==> config.mk <==
export PLATFORM = sky130hd
export DESIGN_NAME = gamepad_spi_poll_sequencer_top
export DESIGN_NICKNAME = d
export VERILOG_FILES = /design/src/design/gsps_pkg.sv /design/src/design/gamepad_spi_poll_sequencer_top.sv
export SDC_FILE = /design/constraint.sdc
export NUM_CORES = 1
export LEC_CHECK = 0
export BUFFER_PORTS_ARGS = -buffer_cell sky130_fd_sc_hd__buf_2
export CAP_MARGIN = 20
export CORE_ASPECT_RATIO = 1.2
export CORE_MARGIN = 4
export CORE_UTILIZATION = 45
export CTS_CLUSTER_SIZE = 8
export DETAILED_ROUTE_END_ITERATION = 16
export GPL_ROUTABILITY_DRIVEN = 1
export MAX_ROUTING_LAYER = met4
export PLACE_DENSITY = 0.72
export SYNTH_ARGS = -nofsm -noshare
export SYNTH_HDL_FRONTEND = slang
export SYNTH_SLANG_ARGS = --single-unit
==> constraint.sdc <==
create_clock -name clock -period 5.1 [get_ports clock]
set_input_delay 1.02 -clock clock [delete_from_list [all_inputs] [get_ports clock]]
set_output_delay 1.02 -clock clock [all_outputs]
set_load 0.02 [all_outputs]
==> src/design/gsps_pkg.sv <==
package gsps_pkg;

   localparam int TICK_COUNT_WIDTH_DEF = 16;

   localparam int HALF_WIDTH = 8;
   localparam int GAP_WIDTH  = 16;
   localparam int CSR_WIDTH  = 16;

   localparam logic [HALF_WIDTH-1:0] HALF_PERIOD_RESET = 8'd16;
   localparam logic [GAP_WIDTH-1:0]  ATT_GAP_RESET     = 16'd1;

   // Configuration register indexes
   localparam logic CSR_HALF_PERIOD = 1'b0;
   localparam logic CSR_ATT_GAP     = 1'b1;

   // Pin vector bit positions
   localparam int PIN_CMD = 0;
   localparam int PIN_CLK = 1;
   localparam int PIN_ATT = 2;

   // Frame kinds
   localparam logic [1:0] FRAME_CFG_ENTER = 2'd0;
   localparam logic [1:0] FRAME_POLL      = 2'd3;

   localparam logic [7:0] FRAME_TABLE [32] = '{
      8'h01, 8'h43, 8'h00, 8'h01, 8'h00,
      8'h01, 8'h44, 8'h00, 8'h01, 8'h03, 8'h00, 8'h00, 8'h00, 8'h00,
      8'h01, 8'h43, 8'h00, 8'h00, 8'h5A, 8'h5A, 8'h5A, 8'h5A, 8'h5A,
      8'h01, 8'h42, 8'h00, 8'h00, 8'h00, 8'h00, 8'h00, 8'h00, 8'h00
   };
   localparam logic [4:0] FRAME_START [4] = '{5'd0, 5'd5, 5'd14, 5'd23};
   localparam logic [3:0] FRAME_LEN   [4] = '{4'd5, 4'd9, 4'd9, 4'd9};

   function automatic logic cmd_bit(input logic [1:0] frame,
                                    input logic [3:0] byte_pos,
                                    input logic [2:0] bit_pos);
      logic [4:0] idx;
      logic [7:0] value;
      idx   = FRAME_START[frame] + {1'b0, byte_pos};
      value = FRAME_TABLE[idx];
      return value[bit_pos];
   endfunction

endpackage

==> src/design/gamepad_spi_poll_sequencer_top.sv <==
// Game-controller serial link master, one timing tick per req transaction.
// req channel: tdata[0] is the sampled controller data line; tdata[7:1] zero.
// rsp channel: one transaction per accepted tick with the pin levels after
//   that tick, the received byte when one completes (tuser[0]), the frame
//   kind in tuser[2:1] and tlast on the last byte of a frame.
// csr port: index 0 half period ticks, index 1 attention gap ticks; write
//   only while the block is idle.
// rsp valid rises in the cycle after req acceptance. Throughput is one tick
// per cycle while the output is not stalled: the sequencer state updates in
// a single pass and the result lands in one output register.
// When rsp_tready is low and the output register is full, req_tready drops
// and the tick is held upstream; nothing is lost or repeated.
// Synchronous reset puts the link idle with attention and clock high,
// command low, the first setup frame selected and the output register
// empty. The frame sequence is config enter, analog on, config exit, then
// the nine-byte poll frame forever.
module gamepad_spi_poll_sequencer_top #(
   parameter int TICK_COUNT_WIDTH = gsps_pkg::TICK_COUNT_WIDTH_DEF
) (
   input  logic                           clock,
   input  logic                           reset,
   input  logic                           req_tvalid,
   output logic                           req_tready,
   input  logic [7:0]                     req_tdata,   // [0] data_in
   output logic                           rsp_tvalid,
   input  logic                           rsp_tready,
   output logic [15:0]                    rsp_tdata,   // [0] cmd_out, [1] clk_out,
                                                       // [2] att_out, [10:3] rx_byte
   output logic                           rsp_tlast,   // frame_last
   output logic [2:0]                     rsp_tuser,   // [0] rx_valid, [2:1] frame_kind
   input  logic                           csr_we,
   input  logic                           csr_addr,
   input  logic [gsps_pkg::CSR_WIDTH-1:0] csr_wdata
);

   localparam logic [1:0] MODE_IDLE   = 2'd0;
   localparam logic [1:0] MODE_ACTIVE = 2'd1;
   localparam int CMP_WIDTH = (TICK_COUNT_WIDTH + 1 > gsps_pkg::GAP_WIDTH + 1) ?
                              TICK_COUNT_WIDTH + 1 : gsps_pkg::GAP_WIDTH + 1;

   logic [gsps_pkg::HALF_WIDTH-1:0] half_ff;
   logic [gsps_pkg::GAP_WIDTH-1:0]  gap_ff;

   logic [1:0]                  frame_ff, frame_in;
   logic [3:0]                  byte_ff, byte_in;
   logic [2:0]                  bit_ff, bit_in;
   logic                        phase_ff, phase_in;
   logic [TICK_COUNT_WIDTH-1:0] tick_ff, tick_in;
   logic [7:0]                  shift_ff, shift_in;
   logic [1:0]                  mode_ff, mode_in;
   logic [2:0]                  pins_ff, pins_in;

   logic                        out_valid_ff;
   logic [2:0]                  out_pins_ff;
   logic [7:0]                  out_byte_ff;
   logic                        out_rxv_ff, out_last_ff;
   logic [1:0]                  out_kind_ff;

   logic                        accept;
   logic                        din;
   logic [gsps_pkg::GAP_WIDTH-1:0] limit;
   logic [CMP_WIDTH-1:0]        limit_ext, tick_next_ext;
   logic                        done;
   logic                        rx_valid, rx_last;
   logic [7:0]                  rx_byte;

   assign req_tready = !out_valid_ff || rsp_tready;
   assign accept     = req_tvalid && req_tready;
   assign din        = req_tdata[0];

   // Phase end: a zero limit counts as one, and a full counter ends the phase.
   always_comb begin
      if (mode_ff == MODE_ACTIVE) begin
         limit = {{(gsps_pkg::GAP_WIDTH - gsps_pkg::HALF_WIDTH){1'b0}}, half_ff};
      end else begin
         limit = gap_ff;
      end
      if (limit == '0) begin
         limit = {{(gsps_pkg::GAP_WIDTH - 1){1'b0}}, 1'b1};
      end
      limit_ext     = CMP_WIDTH'(limit);
      tick_next_ext = CMP_WIDTH'(tick_ff) + CMP_WIDTH'(1);
      done          = (tick_next_ext >= limit_ext) || (tick_ff == '1);
      tick_in       = done ? '0 : TICK_COUNT_WIDTH'(tick_next_ext);
   end

   always_comb begin
      frame_in = frame_ff;
      byte_in  = byte_ff;
      bit_in   = bit_ff;
      phase_in = phase_ff;
      shift_in = shift_ff;
      mode_in  = mode_ff;
      pins_in  = pins_ff;
      rx_valid = 1'b0;
      rx_last  = 1'b0;
      rx_byte  = '0;
      if (mode_ff != MODE_ACTIVE) begin
         pins_in = 3'b110;
         if (done) begin
            mode_in  = MODE_ACTIVE;
            byte_in  = '0;
            bit_in   = '0;
            shift_in = '0;
            phase_in = 1'b0;
            pins_in  = {2'b00, gsps_pkg::cmd_bit(frame_ff, 4'd0, 3'd0)};
         end
      end else if (!phase_ff) begin
         if (done) begin
            shift_in                    = shift_ff;
            shift_in[bit_ff]            = shift_ff[bit_ff] | din;
            pins_in[gsps_pkg::PIN_CLK]  = 1'b1;
            phase_in                    = 1'b1;
         end
      end else if (done) begin
         if (bit_ff != 3'd7) begin
            bit_in   = bit_ff + 3'd1;
            phase_in = 1'b0;
            pins_in  = {2'b00, gsps_pkg::cmd_bit(frame_ff, byte_ff, bit_ff + 3'd1)};
         end else begin
            rx_valid = 1'b1;
            rx_byte  = shift_ff;
            if ({1'b0, byte_ff} + 5'd1 >= {1'b0, gsps_pkg::FRAME_LEN[frame_ff]}) begin
               rx_last  = 1'b1;
               mode_in  = MODE_IDLE;
               byte_in  = '0;
               bit_in   = '0;
               phase_in = 1'b0;
               pins_in  = 3'b110;
               if (frame_ff != gsps_pkg::FRAME_POLL) begin
                  frame_in = frame_ff + 2'd1;
               end
            end else begin
               byte_in  = byte_ff + 4'd1;
               bit_in   = '0;
               shift_in = '0;
               phase_in = 1'b0;
               pins_in  = {2'b00, gsps_pkg::cmd_bit(frame_ff, byte_ff + 4'd1, 3'd0)};
            end
         end
      end
   end

   always_ff @(posedge clock) begin
      if (reset) begin
         half_ff <= gsps_pkg::HALF_PERIOD_RESET;
         gap_ff  <= gsps_pkg::ATT_GAP_RESET;
      end else if (csr_we) begin
         case (csr_addr)
            gsps_pkg::CSR_HALF_PERIOD: half_ff <= csr_wdata[gsps_pkg::HALF_WIDTH-1:0];
            gsps_pkg::CSR_ATT_GAP:     gap_ff  <= csr_wdata[gsps_pkg::GAP_WIDTH-1:0];
            default: begin
            end
         endcase
      end
   end

   always_ff @(posedge clock) begin
      if (reset) begin
         frame_ff <= gsps_pkg::FRAME_CFG_ENTER;
         byte_ff  <= '0;
         bit_ff   <= '0;
         phase_ff <= 1'b0;
         tick_ff  <= '0;
         shift_ff <= '0;
         mode_ff  <= MODE_IDLE;
         pins_ff  <= 3'b110;
      end else if (accept) begin
         frame_ff <= frame_in;
         byte_ff  <= byte_in;
         bit_ff   <= bit_in;
         phase_ff <= phase_in;
         tick_ff  <= tick_in;
         shift_ff <= shift_in;
         mode_ff  <= mode_in;
         pins_ff  <= pins_in;
      end
   end

   always_ff @(posedge clock) begin
      if (reset) begin
         out_valid_ff <= 1'b0;
      end else if (accept) begin
         out_valid_ff <= 1'b1;
      end else if (rsp_tready) begin
         out_valid_ff <= 1'b0;
      end
   end

   // Payload: load on every accepted tick, otherwise hold.
   always_ff @(posedge clock) begin
      if (accept) begin
         out_pins_ff <= pins_in;
         out_byte_ff <= rx_byte;
         out_rxv_ff  <= rx_valid;
         out_last_ff <= rx_last;
         out_kind_ff <= frame_ff;
      end
   end

   assign rsp_tvalid = out_valid_ff;
   assign rsp_tdata  = {5'b00000, out_byte_ff, out_pins_ff};
   assign rsp_tlast  = out_last_ff;
   assign rsp_tuser  = {out_kind_ff, out_rxv_ff};

endmodule

# ---- Yosys cells after proc, flatten, opt, wreduce, memory -nomap -nowiden
# Memories as Yosys holds them, arrays and structs flattened.
# Index checks and enable logic that the tools add are counted.
# W data, S select, Z words.
dict set report op_classes {
  shift 0
  muxes 64
  n_bitwise 10
  n_addsub 7
  n_eq_ne 9
  order_cmp 9
  mul 0
  n_div 0
  reduce_logical 19
}
# cell n
set ops {}
lappend ops {{$mux W8} 9}
lappend ops {{$mux W16} 3}
lappend ops {{$mux W4} 8}
lappend ops {{$mux W3} 10}
lappend ops {{$mux W1} 20}
lappend ops {{$ge A6 B6 Y1 const B} 3}
lappend ops {{$not A5 Y6} 3}
lappend ops {{$add A16 B1 Y17 const B} 1}
lappend ops {{$ge A17 B16 Y1} 1}
lappend ops {{$eq A16 B16 Y1 const B} 1}
lappend ops {{$logic_not A16 Y1} 1}
lappend ops {{$mux W2} 6}
lappend ops {{$add A5 B4 Y5} 2}
lappend ops {{$bmux W5 S2} 1}
lappend ops {{$mux W5} 2}
lappend ops {{$ne A3 B3 Y1 const B} 3}
lappend ops {{$bmux W4 S2} 1}
lappend ops {{$bwmux W8} 1}
lappend ops {{$lt A3 B4 Y1 const B} 2}
lappend ops {{$reduce_and A4 Y1} 2}
lappend ops {{$reduce_and A7 Y1} 1}
lappend ops {{$bmux W1 S3} 2}
lappend ops {{$ne A2 B2 Y1 const B} 3}
lappend ops {{$reduce_and A2 Y1} 3}
lappend ops {{other kinds (21)} 29}
dict set report totals {
  memories 3
  wordCells 137
  rom_bits 768
  latchBits 0
  mem_bits_rw 0
  reg_bits 79
  input_bits 30
  output_inout_bits 22
}
# name depth width read_ports rd_ports_with_merged_regs write_ports line_no
set memory_table {}
lappend memory_table {{(no name shown)} 32 8 1 0 0 gsps_pkg.sv:40} ;# value = FRAME_TABLE[idx];
lappend memory_table {{(no name shown)} 32 8 1 0 0 gsps_pkg.sv:40}
lappend memory_table {{(no name shown)} 32 8 1 0 0 gsps_pkg.sv:40}

# ---- Logic depth before layout (Yosys ltp)
# Gate-level depths: netlist of the first run.
dict set report depth {
  depth_word 15
  mapped_depth 18
  mapped_depth_nobuf 15
}

# ---- Least setup slack after synthesis of the first run
# Ideal clock, no wire load.
dict set report synth_timing {
  path_kind {register -> register}
  start {register tick_ff[0]}
  end {register out_byte_ff[0] (data pin)}
  path_buffers 3
  path_stages_with_launch 19
  path_slack_ns 1.361
  setup_ns 0.255
  period_less_slack_ns 3.739
  arrival_time_ns 3.484
  required_ns 4.845
  cell_sequence {dfxtp_1 > ha_1 > and3_1 > buf_6 > and3_2 > nand2_1 > xnor2_1 > ha_1 > a21o_1 > a21o_1 > a221oi_2 > o211ai_1 > nor2_2 > inv_1 > buf_2 > ha_1 > and3_1 > clkbuf_1 > and2_1}
}
dict set report synth_between {
  elab_chain_cells 5
  word_cells_on_any_way 6
  classes_between {add/sub (1); order compare (1); eq/ne (1); bitwise (1); reduce/logical (2)}
}
# element line_no
set synth_rtl {}
lappend synth_rtl {{from (decl)} gamepad_spi_poll_sequencer_top.sv:48} ;# logic [TICK_COUNT_WIDTH-1:0] tick_ff, tick_in;
lappend synth_rtl {{from (signal assigned)} gamepad_spi_poll_sequencer_top.sv:173} ;# tick_ff <= tick_in;
lappend synth_rtl {{$add A16 B1 Y17} gamepad_spi_poll_sequencer_top.sv:82} ;# tick_next_ext = CMP_WIDTH'(tick_ff) + CMP_WIDTH'(1);
lappend synth_rtl {{$ge A17 B16 Y1} gamepad_spi_poll_sequencer_top.sv:83} ;# done = (tick_next_ext >= limit_ext) || (tick_ff == '1);
lappend synth_rtl {{$logic_or A1 B1 Y1 (*)} gamepad_spi_poll_sequencer_top.sv:83}
lappend synth_rtl {{$not A1 Y1 (no line) (*)} -}
lappend synth_rtl {{$reduce_or A4 Y1 (no line) (*)} -}
lappend synth_rtl {{to (signal assigned)} gamepad_spi_poll_sequencer_top.sv:194} ;# out_byte_ff <= rx_byte;
lappend synth_rtl {{to (decl)} gamepad_spi_poll_sequencer_top.sv:55} ;# logic [7:0] out_byte_ff;
# Every way passes the cells marked *; elsewhere a longest branch is shown, timed or not.
# A chain may end at the register's enable or synchronous reset.

# ---- Worst setup path after layout of the first run
dict set report layout_timing {
  start {register tick_ff[0]}
  end {register out_byte_ff[4] (data pin)}
}
# Same word-level chain as after synthesis.

==> results of run 1 <==
-- power by group --
| part | internal (uW) | total (uW) | switching [uW] |
|---|---|---|---|
| clock network | 433 | 702 | 268 |
| logic | 129 | 372 | 244 |
| registers | 664 | 690 | 25.8 |
| total | 1230 | 1760 | 538 |
-- metrics by stage --
step                      setup WS (ns)  util, %  hold slack, ns
after floorplan                   1.361        -          0.4319
after CTS                         1.040    51.34          0.4563
after global routing             0.6586    51.34          0.4773
after detailed placement          1.084    48.30          0.4476
final                            0.9887    51.34          0.4551
after global placement            1.164    48.30          0.4409
-- flip-flops by register name, summed over array words and instances, names as in the netlist --
signal / count
bit_ff: 3
byte_ff: 4
frame_ff: 2
gap_ff: 16
half_ff: 8
mode_ff: 1
out_byte_ff: 8
out_kind_ff: 2
out_pins_ff: 3
out_rxv_ff: 1
phase_ff: 1
pins_ff: 3
rsp_tlast: 1
rsp_tvalid: 1
shift_ff: 8
tick_ff: 16
-- cell type report --
| class | instances | area [um^2] |
|---|---|---|
| multi-input cells | 451 | 2912 |
| repair buffers | 45 | 240.2 |
| fillers | 1017 | 5142 |
| clock inverters | 6 | 92.59 |
| flip-flops and latches | 78 | 1712 |
| clock buffers | 10 | 229.0 |
| well taps | 129 | 161.4 |
| inverters | 21 | 78.83 |
-- synth_stat cells (4+ instances only) --
| cell | n |
|---|---|
| mux2i_1 | 13 |
| dfxtp_1 | 63 |
| and4_1 | 5 |
| clkbuf_1 | 25 |
| and3_1 | 8 |
| o211ai_1 | 5 |
| nor2b_1 | 5 |
| and2_1 | 11 |
| nand3_1 | 33 |
| o41ai_1 | 4 |
| a211o_1 | 5 |
| edfxtp_1 | 15 |
| buf_6 | 4 |
| a21oi_1 | 58 |
| o21ai_0 | 25 |
| buf_4 | 6 |
| xor2_1 | 7 |
| nor2_1 | 26 |
| a21o_1 | 4 |
| nand2_1 | 91 |
| nor3_1 | 14 |
| nand4_1 | 7 |
| a32o_1 | 8 |
| o31ai_1 | 5 |
| ha_1 | 34 |
| nand2b_1 | 10 |
| xnor2_1 | 15 |
| or4_1 | 4 |
| inv_1 | 20 |
-- layout by cell type (no fill, tap or decap), types with 3 or more instances in the layout --
cell,synthesis,layout
nand3_1,33,33
nor4_1,3,3
ha_1,34,34
o31ai_1,5,5
nand4_1,7,7
nand2_1,91,91
buf_4,6,6
buf_2,3,39
mux2i_1,13,13
conb_1,1,5
a32o_1,8,8
o41ai_1,4,4
or4_1,4,4
a21oi_1,58,58
xnor2_1,15,15
a211o_1,5,5
o21ai_0,25,25
a21o_1,4,4
dfxtp_1,63,63
xor2_1,7,7
o211ai_1,5,5
nand2b_1,10,10
clkbuf_16,0,9
nor2_1,26,26
and4_1,5,5
nor2b_1,5,5
and2_1,11,11
inv_1,20,20
nand4b_1,3,3
a31oi_1,3,3
nor3_1,14,14
and3_1,8,8
edfxtp_1,15,15
or3_1,3,3
-- metal layers --
layer,track usage (%),routed length (um),part of all wire [%]
met1,23.79,4894,44
met2,30.58,5480,49
met3,3.980,524,4.7
met4,7.854,227,2.0
met5,-,0,0
-- tightest hold or removal path, stage by stage, from the launching register on --
cell and delay, ns:
dfxtp_1 0.31, nand2_1 0.05, a21oi_1 0.05
-- kinds of logic (layout without fill, tap and decap cells) --
family,count (synthesis),count (layout)
flip-flops,78,78
AO/OA/AOI/OAI,144,144
other,1,5
XOR/XNOR,22,22
multiplexers,13,13
buffers and inverters,61,82
AND/OR/NAND/NOR,231,231
adder cells (fa/ha/maj),36,36
-- worst min-delay path by stage --
stage | from | to | slack [ns] | cells past startpoint
final | half_ff[1]$_SDFFE_PP0P_ | half_ff[1]$_SDFFE_PP0P_ | 0.46 | 2
after global placement | tick_ff[12]$_SDFFE_PP0P_ | tick_ff[12]$_SDFFE_PP0P_ | 0.44 | 2
after detailed placement | half_ff[6]$_SDFFE_PP0P_ | half_ff[6]$_SDFFE_PP0P_ | 0.45 | 2
after floorplan | tick_ff[12]$_SDFFE_PP0P_ | tick_ff[12]$_SDFFE_PP0P_ | 0.43 | 2
after CTS | half_ff[6]$_SDFFE_PP0P_ | half_ff[6]$_SDFFE_PP0P_ | 0.46 | 2
after global routing | half_ff[2]$_SDFFE_PP0P_ | half_ff[2]$_SDFFE_PP0P_ | 0.48 | 2
==> flow_summary.toml, run 1 <==
[status]
status = "completed"

[setup_path]
r2r_start = "tick_ff[0]$_SDFFE_PP0P_"
path_cells = "ha_1 -> and3_1 -> and3_2 -> nand3_1 -> xnor2_1 -> ha_1 -> o21a_1 -> o21ai_0 -> a311o_1 -> o211ai_1 -> nor2_2 -> inv_1 -> ha_1 -> and3_1 -> and2_1"
start_kind = "register"
crit_end = "out_byte_ff[4]$_SDFFCE_PP0P_"
slowest_delay_ns = 0.43
cp_max_fo = 10
crit_arrival_ns = 4.20
cp-startpoint = "tick_ff[0]$_SDFFE_PP0P_"
cp.depth = 15
cp_slowest_cell = "dfxtp_1"
required_ns = 5.19
crit_path_end_kind = "register"
cpLargestDelayFamily = "simple AND/OR/NAND/NOR gates"
cp_num_buf_inv = 1
reg2reg_to = "out_byte_ff[4]$_SDFFCE_PP0P_"
crit_type = "register to register"
reg2regPathDepth = 15
rrSetupSlack_ns = 0.99
crit_top_cell = "ha_1"

[power]
max-vdd-ir-drop_mv = 0.2113
power_uw = 1764
leakagePower_uw = 0.002109
power_density_nw_per_um2 = 325.1

[die]
initial_core_util_pct = 46.31
die-area_um2 = 12610
die_w_um = 103.2
row_count = 41
core_um2 = 10570
io_pins = 52
die_h_um = 122.2

[global_route]
grt.total_usage_pct = 19.26
grt_pass1_wl_um = 19090
grt_max_degree = 55
grt_pass1_vias = 4146
grt.overflow.total = 0
grt_antenna_before_repair = 0

[finish]
area_delta_synth_final_pct = 10.87
diodes = 0
finalNonFillerCells = 740
drive_gt1_share_pct = 11.78
layout.nets = 672
stdcell_area_um2 = 5425

[run]
drv_cap = 0

[sta]
fin_skew_ns = 0.01099
final_hold_viol_count = 0
fin_crit_ns = 4.111
fin_crit_sh_pct = 80.61
slew_violations = 0
rsz0062_at_grt = "no"
slew_headroom_pct = 33.32
fmax_mhz = 243.2
fin_tns_setup_ns = 0
setup_viol = 0
worst_pin_slew_ns = 1.000

[logic_synthesis]
synth_top_area_share_pct = 25.77
ys_types = 67
muxShareOfSynthArea_pct = 2.659
synth_top_family_by_area = "simple AND/OR/NAND/NOR gates"
synth-simple-area-share_pct = 23.52
syn_inst = 586
async_flop_share_pct = 0
synth_flop_cell = "dfxtp_1"
synth_area_leaders = "dfxtp_1 (26%), edfxtp_1 (9.2%), ha_1 (8.7%)"
yosysSeqAreaShare_pct = 34.98
synth-edff-count = 15
syn_area_per_cell_um2 = 8.351
synth_compound_area_share_pct = 19.48
yosys_warnings = 0
synth_xor_area_share_pct = 3.938
synth_adder_area_share_pct = 9.512
synth_seq_cells = 78
syn-cell-area_um2 = 4893
synth_largest_area_cell = "dfxtp_1"

[clocking]
ctsLongestPathBuffers = 2
cts.clk_slew.worst_paths_ns = 0.06
post-cts-setup-buffers = 0
cts_tree = "done"
cts.repair.resized = 0
clkSinkCount = 78
cts-root-buf = "clkbuf_16"
cts_made_buffers = 9
cts_hold_buf = 0
clk_latency_ns = 0.35
htree_levels = 3

[placement]
place_congestion = 0.8734
dpl.cell_count = 724
post_dp_cell_area_um2 = 5104
hpwlAfterDp_um = 7930
numPortBuffers = 39

[drt]
drt-total-wl_um = 11130
ant_nets = 0
drt_first_iter_violations = 284
viasPerCell = 5.828
drc_errors = 0
dr.pass1.iters = 5
dr_total_vias = 4313
wire_per_inst_um = 15.04

[hold_path]
holdCritPathClass = "register to register"
(Power assumes the default switching activity.)
==> run 2: changes to the inputs <==
- ABC_AREA: unset -> 1
- clock period: 5.1 -> 4.28 ns (I/O delays scaled with it)
==> flow_summary.toml, run 2 <==
[global_route]
grt_max_degree = 35
grt_pass1_wl_um = 17850
grt.total_usage_pct = 18.78
grt_pass1_vias = 4221
grt_antenna_before_repair = 0
grt.overflow.total = 0

[status]
status = "completed"

[die]
die-area_um2 = 12040
core_um2 = 10060
initial_core_util_pct = 46.26
die_h_um = 119.4
row_count = 40
io_pins = 52
die_w_um = 100.8

[finish]
top_regs = "gap_ff x16, tick_ff x16"
layout.nets = 734
multi_input_area_um2 = 2633
ff_latch_area_um2 = 1712
final_cell_mix = "nand2_1 (147), nor2_1 (84), dfxtp_1 (63), inv_1 (54), a21oi_1 (52)"
area_delta_synth_final_pct = 13.26
final_common_cell = "nand2_1"
drive_gt1_share_pct = 10.85
stdcell_area_um2 = 5270
diodes = 0
num-fill-cells = 933

[hold_path]
holdCritPathClass = "register to register"
hold-path-endpoint = "half_ff[4]$_SDFFE_PP1P_"
hp-start = "half_ff[4]$_SDFFE_PP1P_"
whs_path_depth = 2

[setup_path]
cp-startpoint = "tick_ff[0]$_SDFFE_PP0P_"
crit_arrival_ns = 3.89
r2r_start = "tick_ff[0]$_SDFFE_PP0P_"
reg2reg_to = "byte_ff[0]$_SDFFE_PP0P_"
crit_type = "register to register"
required_ns = 4.51
cp_max_fo = 6
crit_path_end_kind = "register"
reg2regPathDepth = 19
rrSetupSlack_ns = 0.62
start_kind = "register"

[logic_synthesis]
yosysSeqAreaShare_pct = 36.78
synth_flop_cell = "dfxtp_1"
syn_area_per_cell_um2 = 7.351
async_flop_share_pct = 0
synth_area_leaders = "dfxtp_1 (27%), nand2_1 (12%), edfxtp_1 (9.7%)"
synth_seq_cells = 78
ys_types = 41
syn-cell-area_um2 = 4653
synth_top_area_share_pct = 27.10
synth-edff-count = 15
syn_inst = 633
yosysMostFrequentCell = "nand2_1"
yosys_warnings = 0
synth_largest_area_cell = "dfxtp_1"
synthTopCellsByCount = "nand2_1 (147), nor2_1 (84), dfxtp_1 (63), inv_1 (54), a21oi_1 (52)"

[clocking]
clk_latency_ns = 0.34
cts_hold_buf = 0
clkSinkCount = 78
ctsLongestPathBuffers = 2
cts_tree = "done"
cts-root-buf = "clkbuf_16"
cts_made_buffers = 9
cts.repair.resized = 0
post-cts-setup-buffers = 0
htree_levels = 3
cts.clk_slew.worst_paths_ns = 0.06

[power]
p_seq_share_pct = 41.5
power_frac_comb_pct = 13.7
power_uw = 1956
swShare_pct = 25.98
p_sw_uw = 508.1
max-vdd-ir-drop_mv = 0.2271
power_density_nw_per_um2 = 371.1
p_int_uw = 1448
p_clk_share_pct = 44.8
leakagePower_uw = 0.002331

[sta]
fin_crit_ns = 3.657
fin_tns_setup_ns = 0
slew_headroom_pct = 49.29
slew_violations = 0
fin_crit_sh_pct = 85.45
fmax_mhz = 273.4
worst_pin_slew_ns = 0.7598
fin_skew_ns = 0.009610
setup_viol = 0
rsz0062_at_grt = "no"
final_hold_viol_count = 0

[placement]
place_congestion = 0.9317
post_dp_cell_area_um2 = 4931
hpwlAfterDp_um = 7707
numPortBuffers = 39

[drt]
dr_total_vias = 4238
dr.pass1.iters = 4
drt-total-wl_um = 10460
drt_first_iter_violations = 198
drc_errors = 0
viasPerCell = 5.304
ant_nets = 0
wire_per_inst_um = 13.10

[run]
drv_cap = 0
-- run 2: cell types whose count changed in the layout (fill, tap and decap cells not counted), sizes merged, moves of 7 or more --
cell | before | now
nand2 | 91 | 152
nor2 | 27 | 86
inv | 24 | 58
o21ai | 25 | 44
and2 | 11 | 0
nand2b | 10 | 0
and3 | 10 | 1
xnor2 | 15 | 6
a32o | 8 | 0
a21oi | 59 | 52
nand4 | 7 | 14
xor2 | 7 | 14
-- run 2: area by class of cell --
type | count | area share, %
clock buffer | 11 | 4.416
sequential | 78 | 32.48
inverter | 58 | 4.155
clock inverter | 5 | 2.018
multi-input combinational | 480 | 49.95
timing repair buffer | 41 | 3.989
tap | 126 | 2.991
-- run 2: cell families after synthesis --
kind of cell,Yosys count,share of synthesized area [%]
AO/OA/AOI/OAI,105,11.94
XOR/XNOR,20,3.764
buffers and inverters,79,6.964
other,1,0.08059
multiplexers,8,1.721
AND/OR/NAND/NOR,306,28.74
flip-flops,78,36.78
adder cells (fa/ha/maj),36,10.00
-- run 2: power by group through the flow --
stage	logic (uW)	registers (uW)	clock network (uW)
after floorplan	195	830	0
after global placement	259	825	0
after detailed placement	265	827	0
after CTS	268	811	893
after global routing	306	815	920
final	268	811	877
-- run 2: worst max-delay path by stage --
stage	slack (ns)	endpoint	cells after the start
floorplan	1.21	rsp_tlast$_SDFFCE_PP0P_	16
global placement	0.76	byte_ff[0]$_SDFFE_PP0P_	16
detailed placement	0.65	rsp_tlast$_SDFFCE_PP0P_	12
CTS	0.62	rsp_tlast$_SDFFCE_PP0P_	15
global route	0.26	byte_ff[0]$_SDFFE_PP0P_	19
finish	0.62	byte_ff[0]$_SDFFE_PP0P_	19
-- run 2: layer usage --
| metal | wire length [um] | GRT usage [%] | vias up |
|---|---|---|---|
| met5 | 0 | - | - |
| met4 | 371 | 10.03 | 0 |
| met3 | 511 | 4.335 | 32 |
| met2 | 5340 | 32.41 | 105 |
| met1 | 4240 | 19.50 | 1941 |
| li1 | - | - | 2160 |
-- run 2: worst max-delay path, stage by stage (launching register included) --
cell      delay [ns]
dfxtp_1         0.39
ha_1            0.22
nand3_2         0.17
nor4_1          0.55
nand2_1         0.13
xor2_1          0.16
inv_1           0.08
ha_1            0.32
nand2_1         0.07
nor2_1          0.10
nand4_1         0.12
nand3b_1        0.25
nand3_4         0.16
nand2_4         0.07
inv_2           0.09
nand2_4         0.07
nor2_2          0.25
clkinv_2        0.14
a21oi_1         0.14
nor2_1          0.05
-- run 2: through the flow --
| step | cells | hold WS [ns] | setup WS, ns | utilization [%] |
|---|---|---|---|---|
| finish | 799 | 0.4670 | 0.6225 | 52.39 |
| global route | 799 | 0.4965 | 0.2597 | 52.39 |
| CTS | 799 | 0.4675 | 0.6187 | 52.39 |
| detailed placement | 783 | 0.4522 | 0.6523 | 49.02 |
| global placement | 783 | 0.4414 | 0.7588 | 49.02 |
| floorplan | 637 | 0.4286 | 1.214 | - |
